==> src/design/lsvb_pkg.sv <==
`default_nettype none
package lsvb_pkg;

   localparam int VOICES_DEFAULT           = 8;
   localparam int PHASE_BITS_DEFAULT       = 24;
   localparam int SINE_TABLE_DEPTH_DEFAULT = 1024;

   localparam int NOTE_BITS  = 7;
   localparam int PITCH_BITS = 8;
   localparam int SCALE_BITS = 26;
   localparam int FREQ_BITS  = 25;
   localparam int OCT_BITS   = 4;
   localparam int SAMPLE_BITS = 16;
   localparam int ENV_BITS   = 16;

   localparam logic [SCALE_BITS-1:0] SCALE_RESET = 26'd6233059;

   localparam int PITCH_TOP        = 144;
   localparam int NOTES_PER_OCTAVE = 12;
   localparam int DIV12_RECIP      = 171;
   localparam int DIV12_SHIFT      = 11;
   localparam int STEP_TOP         = 48;

   localparam int ENV_RISE  = 66;
   localparam int ENV_FULL  = 32768;
   localparam int Q15_ONE   = 32768;
   localparam int Q15_MAX   = 32767;
   localparam int POLY_C0   = 51472;
   localparam int POLY_C1   = 21024;
   localparam int POLY_C2   = 2320;
   localparam int MIX_GAIN  = 3277;
   localparam int ROUND_SHIFT = 30;

   localparam logic CMD_NOTE_ON = 1'b0;
   localparam logic CMD_TICK    = 1'b1;

   typedef struct packed {
      logic note_on;
      logic acc_clear;
      logic issue;
      logic load_out;
   } lsvb_cmd_type;

   typedef struct packed {
      logic pipe_busy;
   } lsvb_status_type;

   function automatic logic [FREQ_BITS-1:0] top_octave_q10(input logic [OCT_BITS-1:0] semi);
      logic [FREQ_BITS-1:0] f;
      case (semi)
         4'd0:    f = 25'd14417920;
         4'd1:    f = 25'd15275254;
         4'd2:    f = 25'd16183568;
         4'd3:    f = 25'd17145893;
         4'd4:    f = 25'd18165441;
         4'd5:    f = 25'd19245614;
         4'd6:    f = 25'd20390018;
         4'd7:    f = 25'd21602472;
         4'd8:    f = 25'd22887022;
         4'd9:    f = 25'd24247955;
         4'd10:   f = 25'd25689813;
         4'd11:   f = 25'd27217408;
         default: f = '0;
      endcase
      return f;
   endfunction

endpackage
`default_nettype wire

==> src/design/layered_sine_voice_bank.sv <==
`default_nettype none
// Bank of VOICES sine voices mixed to one saturated Q0.15 mono sample. A note-on word
// (cmd 0) retunes voice i to note_number + i, clears its phase and envelope and
// activates it; it returns nothing. A tick word (cmd 1) returns one sample: the voices
// go one per cycle into a ten-stage pipeline (pitch lookup, frequency lookup, phase
// step multiply, phase and envelope update, quadrant fold and z squared, three
// polynomial sine multiplies, envelope and gain multiplies) feeding one accumulator,
// followed by rounding and saturation into the output register. The step scale
// written through csr_write_data takes effect on the next tick.
module layered_sine_voice_bank
   import lsvb_pkg::*;
#(
   parameter int VOICES           = VOICES_DEFAULT,
   parameter int PHASE_BITS       = PHASE_BITS_DEFAULT,
   parameter int SINE_TABLE_DEPTH = SINE_TABLE_DEPTH_DEFAULT
) (
   input  wire logic                     clock,
   input  wire logic                     reset,
   input  wire logic                     req_valid,
   output logic                          req_ready,
   input  wire logic                     req_cmd,
   input  wire logic [NOTE_BITS-1:0]     req_note_number,
   output logic                          rsp_valid,
   input  wire logic                     rsp_ready,
   output logic signed [SAMPLE_BITS-1:0] rsp_sample_out,
   input  wire logic                     csr_write_enable,
   input  wire logic [SCALE_BITS-1:0]    csr_write_data
);

   localparam int VIDX_BITS = (VOICES > 1) ? $clog2(VOICES) : 1;

   lsvb_cmd_type          cmd;
   lsvb_status_type       status;
   logic [VIDX_BITS-1:0]  vidx;

   lsvb_ctrl #(
      .VOICES    (VOICES),
      .VIDX_BITS (VIDX_BITS)
   ) u_ctrl (
      .clock     (clock),
      .reset     (reset),
      .req_valid (req_valid),
      .req_ready (req_ready),
      .req_cmd   (req_cmd),
      .rsp_valid (rsp_valid),
      .rsp_ready (rsp_ready),
      .cmd       (cmd),
      .vidx      (vidx),
      .status    (status)
   );

   lsvb_datapath #(
      .VOICES           (VOICES),
      .PHASE_BITS       (PHASE_BITS),
      .SINE_TABLE_DEPTH (SINE_TABLE_DEPTH),
      .VIDX_BITS        (VIDX_BITS)
   ) u_datapath (
      .clock            (clock),
      .reset            (reset),
      .cmd              (cmd),
      .vidx             (vidx),
      .status           (status),
      .note_number      (req_note_number),
      .csr_write_enable (csr_write_enable),
      .csr_write_data   (csr_write_data),
      .sample_out       (rsp_sample_out)
   );

endmodule
`default_nettype wire

==> src/design/lsvb_ctrl.sv <==
`default_nettype none
module lsvb_ctrl
   import lsvb_pkg::*;
#(
   parameter int VOICES    = VOICES_DEFAULT,
   parameter int VIDX_BITS = (VOICES > 1) ? $clog2(VOICES) : 1
) (
   input  wire logic                 clock,
   input  wire logic                 reset,
   input  wire logic                 req_valid,
   output logic                      req_ready,
   input  wire logic                 req_cmd,
   output logic                      rsp_valid,
   input  wire logic                 rsp_ready,
   output lsvb_cmd_type              cmd,
   output logic [VIDX_BITS-1:0]      vidx,
   input  wire lsvb_status_type      status
);

   typedef enum logic [3:0] {
      ST_IDLE   = 4'b0001,
      ST_ISSUE  = 4'b0010,
      ST_DRAIN  = 4'b0100,
      ST_FINISH = 4'b1000
   } state_type;

   state_type             state_ff, state_in;
   logic [VIDX_BITS-1:0]  vcnt_ff, vcnt_in;
   logic                  rsp_valid_ff, rsp_valid_in;
   logic                  accept;
   logic                  out_free;

   assign req_ready = (state_ff == ST_IDLE);
   assign accept    = req_valid && req_ready;
   assign out_free  = !rsp_valid_ff || rsp_ready;
   assign rsp_valid = rsp_valid_ff;
   assign vidx      = vcnt_ff;

   always_comb begin
      state_in     = state_ff;
      vcnt_in      = vcnt_ff;
      cmd          = '0;
      unique case (state_ff)
         ST_IDLE: begin
            if (accept) begin
               if (req_cmd == CMD_NOTE_ON) begin
                  cmd.note_on = 1'b1;
               end else begin
                  cmd.acc_clear = 1'b1;
                  vcnt_in       = '0;
                  state_in      = ST_ISSUE;
               end
            end
         end
         ST_ISSUE: begin
            cmd.issue = 1'b1;
            if (vcnt_ff == VIDX_BITS'(VOICES - 1)) begin
               state_in = ST_DRAIN;
            end else begin
               vcnt_in = vcnt_ff + 1'b1;
            end
         end
         ST_DRAIN: begin
            if (!status.pipe_busy) begin
               state_in = ST_FINISH;
            end
         end
         ST_FINISH: begin
            if (out_free) begin
               cmd.load_out = 1'b1;
               state_in     = ST_IDLE;
            end
         end
         default: begin
            state_in = ST_IDLE;
         end
      endcase
   end

   always_comb begin
      rsp_valid_in = rsp_valid_ff;
      if (cmd.load_out) begin
         rsp_valid_in = 1'b1;
      end else if (rsp_ready) begin
         rsp_valid_in = 1'b0;
      end
   end

   always_ff @(posedge clock) begin
      if (reset) begin
         state_ff     <= ST_IDLE;
         vcnt_ff      <= '0;
         rsp_valid_ff <= 1'b0;
      end else begin
         state_ff     <= state_in;
         vcnt_ff      <= vcnt_in;
         rsp_valid_ff <= rsp_valid_in;
      end
   end

endmodule
`default_nettype wire

==> src/design/lsvb_datapath.sv <==
`default_nettype none
module lsvb_datapath
   import lsvb_pkg::*;
#(
   parameter int VOICES           = VOICES_DEFAULT,
   parameter int PHASE_BITS       = PHASE_BITS_DEFAULT,
   parameter int SINE_TABLE_DEPTH = SINE_TABLE_DEPTH_DEFAULT,
   parameter int VIDX_BITS        = (VOICES > 1) ? $clog2(VOICES) : 1
) (
   input  wire logic                     clock,
   input  wire logic                     reset,
   input  wire lsvb_cmd_type             cmd,
   input  wire logic [VIDX_BITS-1:0]     vidx,
   output lsvb_status_type               status,
   input  wire logic [NOTE_BITS-1:0]     note_number,
   input  wire logic                     csr_write_enable,
   input  wire logic [SCALE_BITS-1:0]    csr_write_data,
   output logic signed [SAMPLE_BITS-1:0] sample_out
);

   localparam int STAGES    = 10;
   localparam int PT_BITS   = $clog2(SINE_TABLE_DEPTH);
   localparam int PROD_BITS = FREQ_BITS + SCALE_BITS;
   localparam int SE_BITS   = 33;
   localparam int MIX_BITS  = 46;
   localparam int ACC_BITS  = MIX_BITS + $clog2(VOICES);
   localparam int Q_BITS    = ACC_BITS - ROUND_SHIFT;
   localparam logic signed [ACC_BITS-1:0] ROUND_UP   = ACC_BITS'(64'd1 << (ROUND_SHIFT - 1));
   localparam logic signed [ACC_BITS-1:0] ROUND_DOWN = ACC_BITS'((64'd1 << (ROUND_SHIFT - 1)) - 1);
   localparam logic signed [Q_BITS-1:0]   SAT_HI     = Q_BITS'(32767);
   localparam logic signed [Q_BITS-1:0]   SAT_LO     = Q_BITS'(-32768);
   localparam logic signed [MIX_BITS-1:0] GAIN_S     = MIX_BITS'(MIX_GAIN);

   // voice state
   logic [PHASE_BITS-1:0] phase_ff [VOICES];
   logic [ENV_BITS-1:0]   env_ff   [VOICES];
   logic [PITCH_BITS-1:0] pitch_ff [VOICES];
   logic [VOICES-1:0]     active_ff;
   logic [SCALE_BITS-1:0] scale_ff;

   logic [STAGES-1:0]     valid_ff;

   // stage registers
   logic [VIDX_BITS-1:0]  i1_ff, i2_ff, i3_ff;
   logic                  act1_ff, act2_ff, act3_ff;
   logic [OCT_BITS-1:0]   oct1_ff, semi1_ff;
   logic [FREQ_BITS-1:0]  freq2_ff;
   logic [PROD_BITS-1:0]  prod3_ff;
   logic [PHASE_BITS-1:0] phase4_ff;
   logic [ENV_BITS-1:0]   env4_ff, env5_ff, env6_ff, env7_ff, env8_ff;
   logic [15:0]           z5_ff, z6_ff, z7_ff;
   logic [15:0]           z2_5_ff, z2_6_ff;
   logic                  neg5_ff, neg6_ff, neg7_ff;
   logic [14:0]           t1_6_ff;
   logic [15:0]           t2_7_ff;
   logic signed [SAMPLE_BITS-1:0] sine8_ff;
   logic signed [SE_BITS-1:0]     se9_ff;
   logic signed [MIX_BITS-1:0]    m10_ff;
   logic signed [ACC_BITS-1:0]    acc_ff, acc_in;
   logic signed [SAMPLE_BITS-1:0] sample_ff, sample_in;

   // stage 1: octave and semitone of the clamped pitch
   logic [PITCH_BITS-1:0] pitch_rd, pitch_clamp, pitch_dist;
   logic [15:0]           div_prod;
   logic [OCT_BITS-1:0]   oct_in, rem_in, semi_in;

   assign pitch_rd    = pitch_ff[vidx];
   assign pitch_clamp = (pitch_rd > PITCH_BITS'(PITCH_TOP)) ? PITCH_BITS'(PITCH_TOP) : pitch_rd;
   assign pitch_dist  = PITCH_BITS'(PITCH_TOP) - pitch_clamp;
   assign div_prod    = 16'(pitch_dist) * 16'(DIV12_RECIP);
   assign oct_in      = OCT_BITS'(div_prod >> DIV12_SHIFT);
   assign rem_in      = OCT_BITS'(pitch_dist - PITCH_BITS'(oct_in) * PITCH_BITS'(NOTES_PER_OCTAVE));
   assign semi_in     = OCT_BITS'(NOTES_PER_OCTAVE - 1) - rem_in;

   // stage 4: phase and envelope update
   logic [PHASE_BITS-1:0] phase_in;
   logic [16:0]           env_sum;
   logic [ENV_BITS-1:0]   env_in;

   assign phase_in = phase_ff[i3_ff] + prod3_ff[STEP_TOP-1 -: PHASE_BITS];
   assign env_sum  = 17'(env_ff[i3_ff]) + 17'(ENV_RISE);
   assign env_in   = (env_sum > 17'(ENV_FULL)) ? ENV_BITS'(ENV_FULL) : ENV_BITS'(env_sum);

   // stage 5: quadrant fold and z squared
   logic [PT_BITS-1:0] point;
   logic [15:0]        u_word;
   logic [14:0]        z_low;
   logic [15:0]        z_in;
   logic [31:0]        zz_prod;

   assign point   = phase4_ff[PHASE_BITS-1 -: PT_BITS];
   assign u_word  = {point, {(16 - PT_BITS){1'b0}}};
   assign z_low   = {u_word[13:0], 1'b0};
   assign z_in    = u_word[14] ? 16'(17'(Q15_ONE) - 17'(z_low)) : 16'(z_low);
   assign zz_prod = 32'(z_in) * 32'(z_in);

   // stages 6 to 8: polynomial
   logic [31:0] p1_prod, p2_prod, p3_prod;
   logic [31:0] t1_full, t2_full;
   logic [16:0] y_raw;
   logic [15:0] y_cap;

   assign p1_prod = 32'(z2_5_ff) * 32'(POLY_C2);
   assign t1_full = 32'(POLY_C1) - (p1_prod >> 15);
   assign p2_prod = 32'(z2_6_ff) * 32'(t1_6_ff);
   assign t2_full = 32'(POLY_C0) - (p2_prod >> 15);
   assign p3_prod = 32'(z7_ff) * 32'(t2_7_ff);
   assign y_raw   = 17'(p3_prod >> 15);
   assign y_cap   = (y_raw > 17'(Q15_MAX)) ? 16'(Q15_MAX) : 16'(y_raw);

   // stages 9 and 10: envelope and gain
   logic signed [SE_BITS-1:0]  sine_ext, env_ext;
   assign sine_ext = SE_BITS'(sine8_ff);
   assign env_ext  = signed'(SE_BITS'(env8_ff));

   // round half away from zero, then saturate
   logic signed [ACC_BITS-1:0] acc_biased;
   logic signed [Q_BITS-1:0]   acc_q;

   assign acc_biased = acc_ff + (acc_ff[ACC_BITS-1] ? ROUND_DOWN : ROUND_UP);
   assign acc_q      = Q_BITS'(acc_biased >>> ROUND_SHIFT);

   always_comb begin
      if (acc_q > SAT_HI) begin
         sample_in = SAMPLE_BITS'(SAT_HI);
      end else if (acc_q < SAT_LO) begin
         sample_in = SAMPLE_BITS'(SAT_LO);
      end else begin
         sample_in = SAMPLE_BITS'(acc_q);
      end
   end

   always_comb begin
      acc_in = acc_ff;
      if (cmd.acc_clear) begin
         acc_in = '0;
      end else if (valid_ff[STAGES-1]) begin
         acc_in = acc_ff + ACC_BITS'(m10_ff);
      end
   end

   assign status.pipe_busy = |valid_ff;
   assign sample_out       = sample_ff;

   always_ff @(posedge clock) begin
      if (reset) begin
         valid_ff  <= '0;
         active_ff <= '0;
         scale_ff  <= SCALE_RESET;
      end else begin
         valid_ff <= {valid_ff[STAGES-2:0], cmd.issue};
         if (cmd.note_on) begin
            active_ff <= '1;
         end
         if (csr_write_enable) begin
            scale_ff <= csr_write_data;
         end
      end
   end

   always_ff @(posedge clock) begin
      for (int v = 0; v < VOICES; v++) begin
         if (reset) begin
            pitch_ff[v] <= '0;
            phase_ff[v] <= '0;
            env_ff[v]   <= '0;
         end else if (cmd.note_on) begin
            pitch_ff[v] <= PITCH_BITS'(note_number) + PITCH_BITS'(v);
            phase_ff[v] <= '0;
            env_ff[v]   <= '0;
         end else if (valid_ff[2] && act3_ff && (i3_ff == VIDX_BITS'(v))) begin
            phase_ff[v] <= phase_in;
            env_ff[v]   <= env_in;
         end
      end
   end

   always_ff @(posedge clock) begin
      i1_ff     <= vidx;
      act1_ff   <= active_ff[vidx];
      oct1_ff   <= oct_in;
      semi1_ff  <= semi_in;

      i2_ff     <= i1_ff;
      act2_ff   <= act1_ff;
      freq2_ff  <= top_octave_q10(semi1_ff) >> oct1_ff;

      i3_ff     <= i2_ff;
      act3_ff   <= act2_ff;
      prod3_ff  <= PROD_BITS'(freq2_ff) * PROD_BITS'(scale_ff);

      phase4_ff <= phase_in;
      env4_ff   <= act3_ff ? env_in : '0;

      z5_ff     <= z_in;
      z2_5_ff   <= 16'(zz_prod >> 15);
      neg5_ff   <= u_word[15];
      env5_ff   <= env4_ff;

      t1_6_ff   <= 15'(t1_full);
      z2_6_ff   <= z2_5_ff;
      z6_ff     <= z5_ff;
      neg6_ff   <= neg5_ff;
      env6_ff   <= env5_ff;

      t2_7_ff   <= 16'(t2_full);
      z7_ff     <= z6_ff;
      neg7_ff   <= neg6_ff;
      env7_ff   <= env6_ff;

      sine8_ff  <= neg7_ff ? -signed'(y_cap) : signed'(y_cap);
      env8_ff   <= env7_ff;

      se9_ff    <= sine_ext * env_ext;
      m10_ff    <= MIX_BITS'(se9_ff) * GAIN_S;

      acc_ff    <= acc_in;
      if (cmd.load_out) begin
         sample_ff <= sample_in;
      end
   end

endmodule
`default_nettype wire

==> config.mk <==
export PLATFORM = sky130hd
export DESIGN_NAME = layered_sine_voice_bank
export DESIGN_NICKNAME = d
export VERILOG_FILES = /design/src/design/lsvb_pkg.sv /design/src/design/layered_sine_voice_bank.sv /design/src/design/lsvb_ctrl.sv /design/src/design/lsvb_datapath.sv
export SDC_FILE = /design/constraint.sdc
export NUM_CORES = 2
export LEC_CHECK = 0
export BUFFER_PORTS_ARGS = -buffer_cell sky130_fd_sc_hd__buf_2
export CAP_MARGIN = 20
export CELL_PAD_IN_SITES_DETAIL_PLACEMENT = 1
export CELL_PAD_IN_SITES_GLOBAL_PLACEMENT = 1
export CORE_ASPECT_RATIO = 1.25
export CORE_UTILIZATION = 45
export DETAILED_ROUTE_END_ITERATION = 6
export GPL_ROUTABILITY_DRIVEN = 0
export GPL_TIMING_DRIVEN = 0
export PLACE_DENSITY_LB_ADDON = 0.1
export SLEW_MARGIN = 20
export SYNTH_ARGS = -nofsm -noshare
export SYNTH_HDL_FRONTEND = slang
export SYNTH_HIERARCHICAL = 1
export SYNTH_SLANG_ARGS = --single-unit
==> constraint.sdc <==
create_clock -name clock -period 10 [get_ports clock]
set_clock_uncertainty 0.2 [all_clocks]
set_input_delay 2 -clock clock [delete_from_list [all_inputs] [get_ports clock]]
set_output_delay 2 -clock clock [all_outputs]
set_load 0.01 [all_outputs]
==> flow_summary.json <==
{
  "areaGrowthSynthToFinish_pct": 7.808,
  "wirelength_um": 250900,
  "synth_ff_type": "dfxtp_1",
  "first_pass_iters": 5,
  "dieHeight_um": 493.3,
  "hpwl_um": 205500,
  "finalHoldViolations": 0,
  "outcome": "completed",
  "cts.sinks": 848,
  "reg2reg_from": "u_datapath/freq2_ff[7]",
  "grt_pass1_vias": 70150,
  "crit_path_end_kind": "flop",
  "worstHoldStart": "u_datapath/env4_ff[8]",
  "drv_cap": 0,
  "layout_common_cells": "1619 x inv_1, 1202 x fa_1, 979 x nand2_1",
  "drtAntennaViolNets": 0,
  "dieWidth_um": 395.1,
  "hold_class": "flop to flop",
  "pin_count": 57,
  "synth_edf_count": 389,
  "setup_tns_ns": 0,
  "nets": 11050,
  "fp-row-count": 179,
  "yosysTopAreaCellShare_pct": 27.69,
  "viasPerCell": 5.318,
  "fillerInstances": 21490,
  "r2r_end": "u_datapath/prod3_ff[45]",
  "critPathMaxStageDelay_ns": 0.82,
  "final_common_cell": "inv_1",
  "holdPathStages": 0,
  "yosys.area_share.adder_pct": 40.13,
  "fin_crit_ns": 9.313,
  "yosysWarningCount": 6,
  "synth_compound_area_share_pct": 6.184,
  "antenna_found_initial": 7,
  "clk_latency_ns": 0.73,
  "crit_slowest_cell": "a221oi_1",
  "drive_gt1_share_pct": 4.886,
  "coreArea_sq_mm": 0.1910,
  "worstPathBufferInverterCount": 6,
  "syn_area_sq_mm": 0.08690,
  "r2r_cells": 26,
  "drtIter0Drc": 2669,
  "yosys.area.top_type": "fa_1",
  "cts_tree": "built",
  "grt_max_degree": 41,
  "grt_use_total_pct": 26.45,
  "worstSetupStartpoint": "u_datapath/freq2_ff[7]",
  "cp_common_cell": "fa_1",
  "worst-path-max-fanout": 10,
  "synth_top_family_by_area": "adder cells",
  "clockBufferDepth": 3,
  "root_buffer": "clkbuf_16",
  "synth_mux_area_share_pct": 4.004,
  "drcViolationCount": 0,
  "multi_input_area_sq_mm": 0.05870,
  "required_ns": 10.40,
  "grt_pass1_wl_um": 398000,
  "final.period_utilization_pct": 93.13,
  "syn_inst": 8785,
  "cp.arrival_ns": 9.72,
  "path_class": "flop to flop",
  "max-slew-margin-rel_pct": 25.51,
  "synthTopCellsByArea": "fa_1 28%, edfxtp_1 13%, ha_1 12%",
  "wl_per_cell_um": 21.70,
  "cts_buffers": 94,
  "worstHoldEndpoint": "u_datapath/env5_ff[8]",
  "synth.yosys.seq_area_share_pct": 24.02,
  "fmax_mhz": 107.4,
  "post-cts-setup-buffers": 0,
  "rsz0062_at_grt": "false",
  "start_kind": "flop",
  "die_area_sq_mm": 0.1949,
  "floorplan.initialDensity_pct": 45.49,
  "ys_seq_elements": 848,
  "vias": 61490,
  "htreeDepth": 3,
  "clk_pin_slew_ns": 0.06,
  "syn_avg_cell_area_sq_um": 9.892,
  "synthSimpleGateAreaFrac_pct": 13.82,
  "regArea_sq_mm": 0.02087,
  "grt_overflow": 0,
  "rrSetupSlack_ns": 0.69,
  "tightest_slew_ns": 1.117,
  "crit_family": "adder cells",
  "drv_slew": 0,
  "synthArstFlopShare_pct": 0,
  "synth_xor_area_share_pct": 3.278,
  "ys_types": 102,
  "port_buffers": 55,
  "setup_viol": 0
}
==> repair_timing <==
item	4_1_cts	5_1_grt
hold buffers	0	0
gates resized for setup	0	8
endpoints found under the setup margin	0	23
endpoints found under the hold margin	0	0
==> logic make-up after synthesis <==
| kind of cell | after synthesis |
|---|---|
| fa+ha+maj | 2066 |
| mux | 213 |
| flops | 848 |
| other cells | 2 |
| xor+xnor | 321 |
| buf+inv | 1953 |
| simple gates | 2559 |
| compound gates | 823 |
==> registers in the layout (all words and copies together), names as in the netlist, 16 cells and up, named ones only <==
register and cells:
u_datapath/env5_ff 16, u_datapath/sample_out 16, u_datapath/t2_7_ff 16, u_datapath/env8_ff 16
u_datapath/env6_ff 16, u_datapath/env_ff 128, u_datapath/freq2_ff 25, u_datapath/acc_ff 49
u_datapath/sine8_ff 16, u_datapath/m10_ff 46, u_datapath/phase_ff 192, u_datapath/env4_ff 16
u_datapath/prod3_ff 24, u_datapath/scale_ff 26, u_datapath/env7_ff 16, u_datapath/pitch_ff 53
u_datapath/se9_ff 33
==> Yosys cell counts (15+ instances only) <==
library cell / number
a21o_1: 104
xor2_1: 123
o21ai_0: 155
o21a_1: 37
nand4_1: 29
edfxtp_1: 389
or2_2: 15
fa_1: 1202
a21oi_1: 237
ha_1: 864
a31oi_1: 31
a211oi_1: 27
nor2b_1: 66
dfxtp_1: 459
nand3_1: 66
nand2b_1: 44
inv_1: 1620
nor3_1: 58
mux2i_1: 82
mux2_2: 24
or3_1: 27
buf_1: 22
o21bai_1: 41
nor2_1: 621
and2_1: 552
clkbuf_1: 286
mux4_2: 97
o31ai_1: 17
and3_1: 31
nand2_1: 987
xnor2_1: 193
a211o_1: 22
==> worst max-delay path by stage <==
stage,endpoint,depth (start not counted)
after floorplan,u_datapath/sine8_ff[14],32
final,u_datapath/prod3_ff[45],26
after global placement,flop,35
after global routing,flop,36
after detailed placement,flop,36
after CTS,flop,35
==> metrics by stage <==
step                      hold WS, ns  setup slack, ns  area (sq um)  std cells  util (%)
final                          0.1177           0.6866         93690      11560     49.04
after floorplan                0.1096            1.850         86910       8788         -
after CTS                      0.1183           0.2942         93660      11560     49.03
after detailed placement       0.1132           0.3460         90630      11390     47.44
after global routing           0.1252          0.05034         93680      11560     49.04
after global placement         0.1098           0.4602         90360      11380     47.30
==> cell type report <==
class	count	area share, %
multi-input combinational	5987	62.65
sequential	848	22.28
inverter	1624	6.507
tap	2534	3.384
clock buffer	128	2.802
buffer	329	1.433
timing repair buffer	63	0.4968
clock inverter	47	0.4367
antenna	3	0.008013
==> layer usage <==
layer / vias up / GRT usage [%] / wire (um)
met3: 474 / 2.773 / 8400
li1: 28080 / - / -
met5: - / 0 / 50
met2: 1087 / 49.42 / 132000
met4: 8 / 12.24 / 13150
met1: 31850 / 30.02 / 97350
Power is not shown: default switching activity piles up to over one toggle a cycle in this logic, so the estimate is an artifact.
